## config.mk

```make
export PLATFORM = sky130hd
export DESIGN_NAME = lcd_number_to_text_writer_core
export DESIGN_NICKNAME = d
export VERILOG_FILES = /design/src/hw/rtl/lntw_pkg.sv /design/src/hw/rtl/lcd_number_to_text_writer_core.sv /design/src/hw/rtl/lntw_ctrl.sv /design/src/hw/rtl/lntw_datapath.sv
export SDC_FILE = /design/constraint.sdc
export NUM_CORES = 1
export LEC_CHECK = 0
export ABC_AREA = 1
export BUFFER_PORTS_ARGS = -buffer_cell sky130_fd_sc_hd__buf_2
export CAP_MARGIN = 10
export CELL_PAD_IN_SITES_DETAIL_PLACEMENT = 0
export CELL_PAD_IN_SITES_GLOBAL_PLACEMENT = 1
export CORE_ASPECT_RATIO = 0.8
export CORE_MARGIN = 8
export CORE_UTILIZATION = 53
export DETAILED_ROUTE_END_ITERATION = 6
export GPL_ROUTABILITY_DRIVEN = 0
export PLACE_DENSITY_LB_ADDON = 0.25
export SETUP_SLACK_MARGIN = 0.5
export SLEW_MARGIN = 30
export SYNTH_ARGS = -nofsm -noshare
export SYNTH_HDL_FRONTEND = slang
export SYNTH_SLANG_ARGS = --single-unit
```

## constraint.sdc

```tcl
create_clock -name clk -period 10.78 [get_ports clk]
set_input_delay 2.156 -clock clk [delete_from_list [all_inputs] [get_ports clk]]
set_output_delay 2.156 -clock clk [all_outputs]
set_load 0.02 [all_outputs]
```

## src/hw/rtl/lntw_pkg.sv

```systemverilog
// Shared types, constants and helpers for the LCD number-to-text writer.
// Used by lntw_ctrl, lntw_datapath and lcd_number_to_text_writer_core.
package lntw_pkg;

  // Default parameter values
  localparam int DEF_MAX_DIGITS  = 16;
  localparam int DEF_VALUE_WIDTH = 16;
  localparam int DEF_LINE_LENGTH = 40;

  // Fixed field widths of the request port
  localparam int COMMAND_W  = 2;
  localparam int COLUMN_W   = 6;
  localparam int VALUE_W    = 16;
  localparam int COUNT_IN_W = 5;

  // Number formats
  localparam logic [COMMAND_W-1:0] FMT_UDEC = 2'd0;
  localparam logic [COMMAND_W-1:0] FMT_SDEC = 2'd1;
  localparam logic [COMMAND_W-1:0] FMT_HEX  = 2'd2;
  localparam logic [COMMAND_W-1:0] FMT_BIN  = 2'd3;

  // LCD instruction and character codes
  localparam logic [7:0] CMD_SET_ADDR    = 8'h80;
  localparam logic [6:0] LINE_TWO_OFFSET = 7'h40;
  localparam logic [7:0] ASCII_ZERO      = 8'h30;
  localparam logic [7:0] ASCII_A         = 8'h41;
  localparam logic [7:0] ASCII_MINUS     = 8'h2D;
  localparam logic [7:0] ASCII_PLUS      = 8'h2B;

  // floor(v / 10) == (v * RECIP_10) >> RECIP_SHIFT for every v below 2^32
  localparam logic [31:0] RECIP_10    = 32'hCCCC_CCCD;
  localparam int          RECIP_SHIFT = 35;

  // Which byte the datapath places in the output register
  typedef enum logic [1:0] {
    SEL_ADDR,
    SEL_SIGN,
    SEL_DIGIT
  } lntw_sel_t;

  // Controller to datapath
  typedef struct packed {
    logic      load;   // capture a new request
    logic      mul;    // form the reciprocal product
    logic      div;    // store one digit, reduce the value
    logic      emit;   // load the output register
    lntw_sel_t sel;
    logic      last;
  } lntw_cmd_t;

  // Datapath to controller
  typedef struct packed {
    logic conv_done;   // all digits stored
    logic no_digits;   // digit count is zero
    logic has_sign;    // signed decimal request
    logic last_digit;  // next digit out is the final one
    logic out_free;    // output register can take a byte
  } lntw_stat_t;

  // Map a digit value to its ASCII character
  function automatic logic [7:0] digit_char(input logic [3:0] d);
    logic [7:0] dx;
    dx = {4'b0000, d};
    if (d >= 4'd10) begin
      return ASCII_A + dx - 8'd10;
    end
    return ASCII_ZERO + dx;
  endfunction

endpackage

```

## src/hw/rtl/lcd_number_to_text_writer_core.sv

```systemverilog
// Top level of the LCD number-to-text writer: controller plus datapath.
// Depends on lntw_pkg, lntw_ctrl and lntw_datapath.
//
//   Channel  Direction  Handshake             Payload
//   in       input      in_valid / in_ready   command, second_line, column,
//                                             value_bits, digit_count
//   out      output     out_valid / out_ready register_select, bus_byte,
//                                             last_of_run
//
// One request at a time. After acceptance the digits are extracted least
// significant first, each by a multiply step then a store step (for decimal,
// reciprocal multiply, then remainder); once all are stored the address byte
// is loaded into the output register. Bytes then leave one per cycle while
// out_ready is high: address, optional sign, digits.
// A stalled out_ready holds the output register and pauses the run.
// Synchronous active-high reset clears the state machine and out_valid.
module lcd_number_to_text_writer_core #(
  parameter int MAX_DIGITS  = lntw_pkg::DEF_MAX_DIGITS,
  parameter int VALUE_WIDTH = lntw_pkg::DEF_VALUE_WIDTH,
  parameter int LINE_LENGTH = lntw_pkg::DEF_LINE_LENGTH
) (
  input  logic                            clk,
  input  logic                            rst,
  input  logic                            in_valid,
  output logic                            in_ready,
  input  logic [lntw_pkg::COMMAND_W-1:0]  command,
  input  logic                            second_line,
  input  logic [lntw_pkg::COLUMN_W-1:0]   column,
  input  logic [lntw_pkg::VALUE_W-1:0]    value_bits,
  input  logic [lntw_pkg::COUNT_IN_W-1:0] digit_count,
  output logic                            out_valid,
  input  logic                            out_ready,
  output logic                            register_select,
  output logic [7:0]                      bus_byte,
  output logic                            last_of_run
);
  import lntw_pkg::*;

  lntw_cmd_t  cmd;
  lntw_stat_t stat;

  // Sequencer
  lntw_ctrl u_ctrl (
    .clk      (clk),
    .rst      (rst),
    .in_valid (in_valid),
    .in_ready (in_ready),
    .stat     (stat),
    .cmd      (cmd)
  );

  // Digit extraction and output register
  lntw_datapath #(
    .MAX_DIGITS  (MAX_DIGITS),
    .VALUE_WIDTH (VALUE_WIDTH),
    .LINE_LENGTH (LINE_LENGTH)
  ) u_datapath (
    .clk             (clk),
    .rst             (rst),
    .cmd             (cmd),
    .stat            (stat),
    .command         (command),
    .second_line     (second_line),
    .column          (column),
    .value_bits      (value_bits),
    .digit_count     (digit_count),
    .out_valid       (out_valid),
    .out_ready       (out_ready),
    .register_select (register_select),
    .bus_byte        (bus_byte),
    .last_of_run     (last_of_run)
  );

endmodule

```

## src/hw/rtl/lntw_ctrl.sv

```systemverilog
// Sequencing state machine for the LCD number-to-text writer.
// Depends on lntw_pkg for the command and status structs.
module lntw_ctrl (
  input  logic                clk,
  input  logic                rst,
  input  logic                in_valid,
  output logic                in_ready,
  input  lntw_pkg::lntw_stat_t stat,
  output lntw_pkg::lntw_cmd_t  cmd
);
  import lntw_pkg::*;

  typedef enum logic [2:0] {
    ST_IDLE,
    ST_MUL,
    ST_DIV,
    ST_ADDR,
    ST_SIGN,
    ST_DIGIT
  } state_t;

  state_t state;
  state_t state_next;

  // Accept a request only between runs
  assign in_ready = (state == ST_IDLE);

  // Next state and datapath commands
  always_comb begin
    state_next = state;
    cmd        = '0;
    cmd.sel    = SEL_ADDR;
    unique case (state)
      ST_IDLE: begin
        if (in_valid) begin
          cmd.load   = 1'b1;
          state_next = ST_MUL;
        end
      end
      ST_MUL: begin
        if (stat.conv_done) begin
          state_next = ST_ADDR;
        end else begin
          cmd.mul    = 1'b1;
          state_next = ST_DIV;
        end
      end
      ST_DIV: begin
        cmd.div    = 1'b1;
        state_next = ST_MUL;
      end
      ST_ADDR: begin
        if (stat.out_free) begin
          cmd.emit = 1'b1;
          cmd.sel  = SEL_ADDR;
          cmd.last = stat.no_digits && !stat.has_sign;
          if (stat.has_sign) begin
            state_next = ST_SIGN;
          end else if (stat.no_digits) begin
            state_next = ST_IDLE;
          end else begin
            state_next = ST_DIGIT;
          end
        end
      end
      ST_SIGN: begin
        if (stat.out_free) begin
          cmd.emit   = 1'b1;
          cmd.sel    = SEL_SIGN;
          cmd.last   = stat.no_digits;
          state_next = stat.no_digits ? ST_IDLE : ST_DIGIT;
        end
      end
      ST_DIGIT: begin
        if (stat.out_free) begin
          cmd.emit = 1'b1;
          cmd.sel  = SEL_DIGIT;
          cmd.last = stat.last_digit;
          if (stat.last_digit) begin
            state_next = ST_IDLE;
          end
        end
      end
      default: begin
        state_next = ST_IDLE;
      end
    endcase
  end

  // Hold state
  always_ff @(posedge clk) begin
    if (rst) begin
      state <= ST_IDLE;
    end else begin
      state <= state_next;
    end
  end

endmodule

```

## src/hw/rtl/lntw_datapath.sv

```systemverilog
// Datapath for the LCD number-to-text writer: request registers, digit
// extraction, digit buffer and output register. Depends on lntw_pkg.
module lntw_datapath #(
  parameter int MAX_DIGITS  = lntw_pkg::DEF_MAX_DIGITS,
  parameter int VALUE_WIDTH = lntw_pkg::DEF_VALUE_WIDTH,
  parameter int LINE_LENGTH = lntw_pkg::DEF_LINE_LENGTH
) (
  input  logic                                clk,
  input  logic                                rst,
  input  lntw_pkg::lntw_cmd_t                 cmd,
  output lntw_pkg::lntw_stat_t                stat,
  input  logic [lntw_pkg::COMMAND_W-1:0]      command,
  input  logic                                second_line,
  input  logic [lntw_pkg::COLUMN_W-1:0]       column,
  input  logic [lntw_pkg::VALUE_W-1:0]        value_bits,
  input  logic [lntw_pkg::COUNT_IN_W-1:0]     digit_count,
  output logic                                out_valid,
  input  logic                                out_ready,
  output logic                                register_select,
  output logic [7:0]                          bus_byte,
  output logic                                last_of_run
);
  import lntw_pkg::*;

  localparam int CNT_W  = $clog2(MAX_DIGITS + 1);
  localparam int IDX_W  = (MAX_DIGITS > 1) ? $clog2(MAX_DIGITS) : 1;
  localparam int PROD_W = VALUE_WIDTH + 32;

  // Request registers
  logic [COMMAND_W-1:0]   fmt;
  logic [7:0]             addr_byte;
  logic                   neg;
  logic                   has_sign;
  logic [VALUE_WIDTH-1:0] val;
  logic [CNT_W-1:0]       cnt;
  logic [CNT_W-1:0]       idx;
  logic [PROD_W-1:0]      prod;
  logic [3:0]             digits [MAX_DIGITS];

  // Request decode
  logic [VALUE_W+VALUE_WIDTH-1:0] val_ext;
  logic [VALUE_WIDTH-1:0]         val_in;
  logic                           neg_in;
  logic [6:0]                     col_sat;
  logic [6:0]                     addr_in;
  logic [5:0]                     cnt_sat;
  logic                           is_dec_in;

  always_comb begin
    val_ext   = {{VALUE_WIDTH{1'b0}}, value_bits};
    val_in    = val_ext[VALUE_WIDTH-1:0];
    is_dec_in = (command == FMT_UDEC) || (command == FMT_SDEC);
    neg_in    = (command == FMT_SDEC) && val_in[VALUE_WIDTH-1];

    // Clamp column to 1..LINE_LENGTH
    if (column == '0) begin
      col_sat = 7'd1;
    end else if ({1'b0, column} > 7'(LINE_LENGTH)) begin
      col_sat = 7'(LINE_LENGTH);
    end else begin
      col_sat = {1'b0, column};
    end
    addr_in = (col_sat - 7'd1) + (second_line ? LINE_TWO_OFFSET : 7'd0);

    // Clamp digit count; decimal prints at least one digit
    if ({1'b0, digit_count} > 6'(MAX_DIGITS)) begin
      cnt_sat = 6'(MAX_DIGITS);
    end else begin
      cnt_sat = {1'b0, digit_count};
    end
    if (is_dec_in && (cnt_sat == 6'd0)) begin
      cnt_sat = 6'd1;
    end
  end

  // One digit step
  logic [PROD_W-1:0]      q_full;
  logic [VALUE_WIDTH-1:0] q_dec;
  logic [VALUE_WIDTH-1:0] ten_q;
  logic [VALUE_WIDTH-1:0] rem_dec;
  logic [3:0]             dig_new;
  logic [VALUE_WIDTH-1:0] val_new;

  always_comb begin
    q_full  = prod >> RECIP_SHIFT;
    q_dec   = q_full[VALUE_WIDTH-1:0];
    ten_q   = (q_dec << 3) + (q_dec << 1);
    rem_dec = val - ten_q;
    case (fmt)
      FMT_HEX: begin
        dig_new = val[3:0];
        val_new = val >> 4;
      end
      FMT_BIN: begin
        dig_new = {3'b000, val[0]};
        val_new = val >> 1;
      end
      default: begin
        dig_new = rem_dec[3:0];
        val_new = q_dec;
      end
    endcase
  end

  // Digit read, most significant first
  logic [CNT_W-1:0] rd_idx;
  logic [7:0]       digit_byte;

  always_comb begin
    rd_idx     = idx - CNT_W'(1);
    digit_byte = digit_char(digits[rd_idx[IDX_W-1:0]]);
  end

  // Status to the controller
  always_comb begin
    stat.conv_done  = (idx == cnt);
    stat.no_digits  = (cnt == '0);
    stat.has_sign   = has_sign;
    stat.last_digit = (idx == CNT_W'(1));
    stat.out_free   = !out_valid || out_ready;
  end

  // Capture request, run conversion, walk digits back out
  always_ff @(posedge clk) begin
    if (cmd.load) begin
      fmt       <= command;
      addr_byte <= CMD_SET_ADDR | {1'b0, addr_in};
      neg       <= neg_in;
      has_sign  <= (command == FMT_SDEC);
      val       <= neg_in ? (~val_in + VALUE_WIDTH'(1)) : val_in;
      cnt       <= cnt_sat[CNT_W-1:0];
      idx       <= '0;
    end else if (cmd.div) begin
      digits[idx[IDX_W-1:0]] <= dig_new;
      val                    <= val_new;
      idx                    <= idx + CNT_W'(1);
    end else if (cmd.emit && (cmd.sel == SEL_DIGIT)) begin
      idx <= rd_idx;
    end
    if (cmd.mul) begin
      prod <= {32'd0, val} * {{VALUE_WIDTH{1'b0}}, RECIP_10};
    end
  end

  // Output register
  always_ff @(posedge clk) begin
    if (rst) begin
      out_valid <= 1'b0;
    end else if (cmd.emit) begin
      out_valid <= 1'b1;
    end else if (out_ready) begin
      out_valid <= 1'b0;
    end
  end

  always_ff @(posedge clk) begin
    if (cmd.emit) begin
      last_of_run <= cmd.last;
      unique case (cmd.sel)
        SEL_ADDR: begin
          register_select <= 1'b0;
          bus_byte        <= addr_byte;
        end
        SEL_SIGN: begin
          register_select <= 1'b1;
          bus_byte        <= neg ? ASCII_MINUS : ASCII_PLUS;
        end
        SEL_DIGIT: begin
          register_select <= 1'b1;
          bus_byte        <= digit_byte;
        end
        default: begin
          register_select <= 1'b0;
          bus_byte        <= addr_byte;
        end
      endcase
    end
  end

endmodule
```

==> results.tsv <==
metric	value	unit
clk buf depth	2	
total core area	22600	µm²
proportion of layout cells with a drive suffix above 1	7.49	%
Yosys top cell by area	edfxtp_1	
CP Launch Type	flop	
syn avg cell area	8.37	µm²
Reg-to-Reg End	u_datapath.prod[46]	
synthesized flop and latch total	128	
R2R depth	22	
Seq/Total Area, Yosys	30.7	%
count leader, synth	inv_1	
CP Class	reg2reg	
first-pass GRT wire length	52100	µm
Clock Skew	0.0217	ns
max-cap violations	0	
total track usage	23.9	%
Detailed Place HPWL	26900	µm
top cell type's share of synthesized area	29.2	%
later-pin clock latency in the skew report	0.44	ns
Tcrit/Tclk final	55.6	%
Primary FF master, synth	edfxtp_1	
Post-CTS Resized	0	
die footprint	28200	µm²
postcts setup bufs	0	
status	completed	
Num Clock Sinks	128	
Critical Path RT	10.97	ns
Post-synth EDFFs	119	
FFs w/ async S/R, synth	0	%
Hold Path Class	reg2reg	
Clock Pin Slew Worst Setup and Hold Paths	0.07	ns
total gr overflow	0	
CP endpoint kind	flop	
crit-path max FO	12	
Max Fclk	167	MHz
IO Pins	46	
CP peak stage delay	0.57	ns
synth cell count leaders	inv_1 (308), nand2_1 (269), ha_1 (146)	
yosys warns	0	
Vias	10029	
placed cells	1797	
Worst EP arrival	6.18	ns
Slowest-stage cell, CP	fa_1	
hold path startpoint	u_datapath.addr_byte[6]	
Post-Route WL	33200	µm
CP Cell Sequence	inv_1, ha_1, inv_1, fa_1, xor2_1, ha_1, or2_2, fa_1, inv_1, fa_1, fa_1, inv_1, ha_1, nand2_2, nor2_4, inv_2, nor2_4, nand2_1, nor4_2, nand2_1, nand4_1, nand2_1	
CTS buffer count	17	
TNS Setup	0	ns
area grow syn2layout	9.06	%
syn nets	1722	
Worst Hold End	u_datapath.bus_byte[6]	
initial antenna violation count	2	
Synth cell types	53	
Final Net Count	1771	
worst r2r src	u_datapath.val[14]	
row cnt	49	
wire per inst	18.2	µm
Starting Density	54.2	%
final antenna-violating net count	0	
Fin. Hold Viols	0	
crit path time final	5.99	ns
CTS tree	done	
Port Buffer Count	45	
# DRC	0	
Mapped Cells	1461	
number of global-route vias before repair	9302	
Worst slew margin	44.9	%
Die W	186	µm
Die H	152	µm
initial detailed-routing violation count	1071	
RSZ-0062 raised after global routing	no	
fin. max-slew vios	0	
Synth Cell Area	12200	µm²
drt pass-1 iters	5	
largest net degree at the start of global routing	40	
Area contributors post-synth	edfxtp_1 (29%), ha_1 (15%), fa_1 (13%)	
CTS Hold Buffers Added	0	
Final Setup Violations	0	
Root Buffer	clkbuf_16	
R2R Setup Slk	4.79	ns
hold depth	2	
Finished Layout Cells	1830	
Worst-Margin Slew	0.826	ns
CTS H-tree lvls	4	
vias per cell	5.48	
through the flow:
stage / worst slack (ns) / cell area, µm² / hold WS (ns) / util, %
6_report: 4.79 / 13300 / 0.526 / 59.1
5_1_grt: 4.58 / 13300 / 0.558 / 59.1
4_1_cts: 4.92 / 13300 / 0.530 / 59.1
3_5_place_dp: 4.93 / 12800 / 0.513 / 56.5
3_3_place_gp: 4.95 / 12800 / 0.508 / 56.5
2_1_floorplan: 5.55 / 12200 / 0.485 / -
critical path, delay by kind of cell, from the launching register on:
kind | cells | cell delay (ns)
fa+ha+maj | 7 | 2.97
simple gates | 9 | 1.64
buf+inv | 5 | 0.48
flops | 1 | 0.44
xor+xnor | 1 | 0.20
registers in the layout, indices dropped and copies added, names as in the netlist:
signal,flops
u_datapath.bus_byte,8
u_datapath.has_sign,1
u_datapath.neg,1
u_datapath.addr_byte,7
u_datapath.prod,13
u_datapath.fmt,2
u_datapath.idx,5
u_ctrl.state,3
u_datapath.register_select,1
u_datapath.digits,64
u_datapath.last_of_run,1
u_datapath.val,16
u_datapath.cnt,5
u_datapath.out_valid,1
how the worst max path moves through the flow:
stage	start	to	slack, ns	cells past startpoint
after floorplan	u_datapath.val[14]	u_datapath.prod[46]	5.55	23
after global placement	u_datapath.val[14]	u_datapath.prod[46]	4.95	22
after detailed placement	u_datapath.val[14]	u_datapath.prod[46]	4.93	22
after CTS	u_datapath.val[14]	u_datapath.prod[46]	4.92	22
after global routing	u_datapath.val[14]	u_datapath.prod[46]	4.58	22
final	u_datapath.val[14]	u_datapath.prod[46]	4.79	22
cells in the final DEF (no fill, tap or decap), drive strengths merged, types with 8 or more instances in the layout:
cell and n:
o211ai 8, nor2 150, edfxtp 119, dfxtp 9, nand4 16, ha 146, xnor2 9, nor3 16
inv 316, clkbuf 18, xor2 16, a21oi 67, buf 51, o21ai 88, nand3 76, fa 81
nand2 276
area by class of cell:
type	count	area [µm²]
Antenna cell	1	2.50
Timing Repair Buffer	51	270
Inverter	312	1170
Clock buffer	18	429
Multi-Input combinational cell	1000	7170
Fill cell	2088	9220
Sequential cell	128	3750
Tap cell	306	383
Clock inverter	14	155
per-layer routing:
metal	GRT usage, %	wire, µm	vias to the layer above	part of all wire [%]
li1	-	-	4827	-
met1	39.1	16500	4731	50
met5	0	11	-	0.033
met4	3.66	310	2	0.93
met2	30.1	12700	438	38
met3	6.94	3620	31	11
logic make-up (layout without fill, tap and decap cells):
logic type,count (synthesis),in the layout,share of synthesized area (%)
muxes,1,1,0.0819
AOI/OAI and AO/OA,199,199,9.17
adders and majority gates,227,227,28.2
and+or+nand+nor,548,548,19.2
xor gates and xnor gates,25,25,1.91
DFF,128,128,30.7
buffers and inverters,333,395,10.7
other,0,1,0
Power is left out: the tool's default activity adds up to more than one toggle a clock period on the data nets, which glitch-free logic cannot reach.
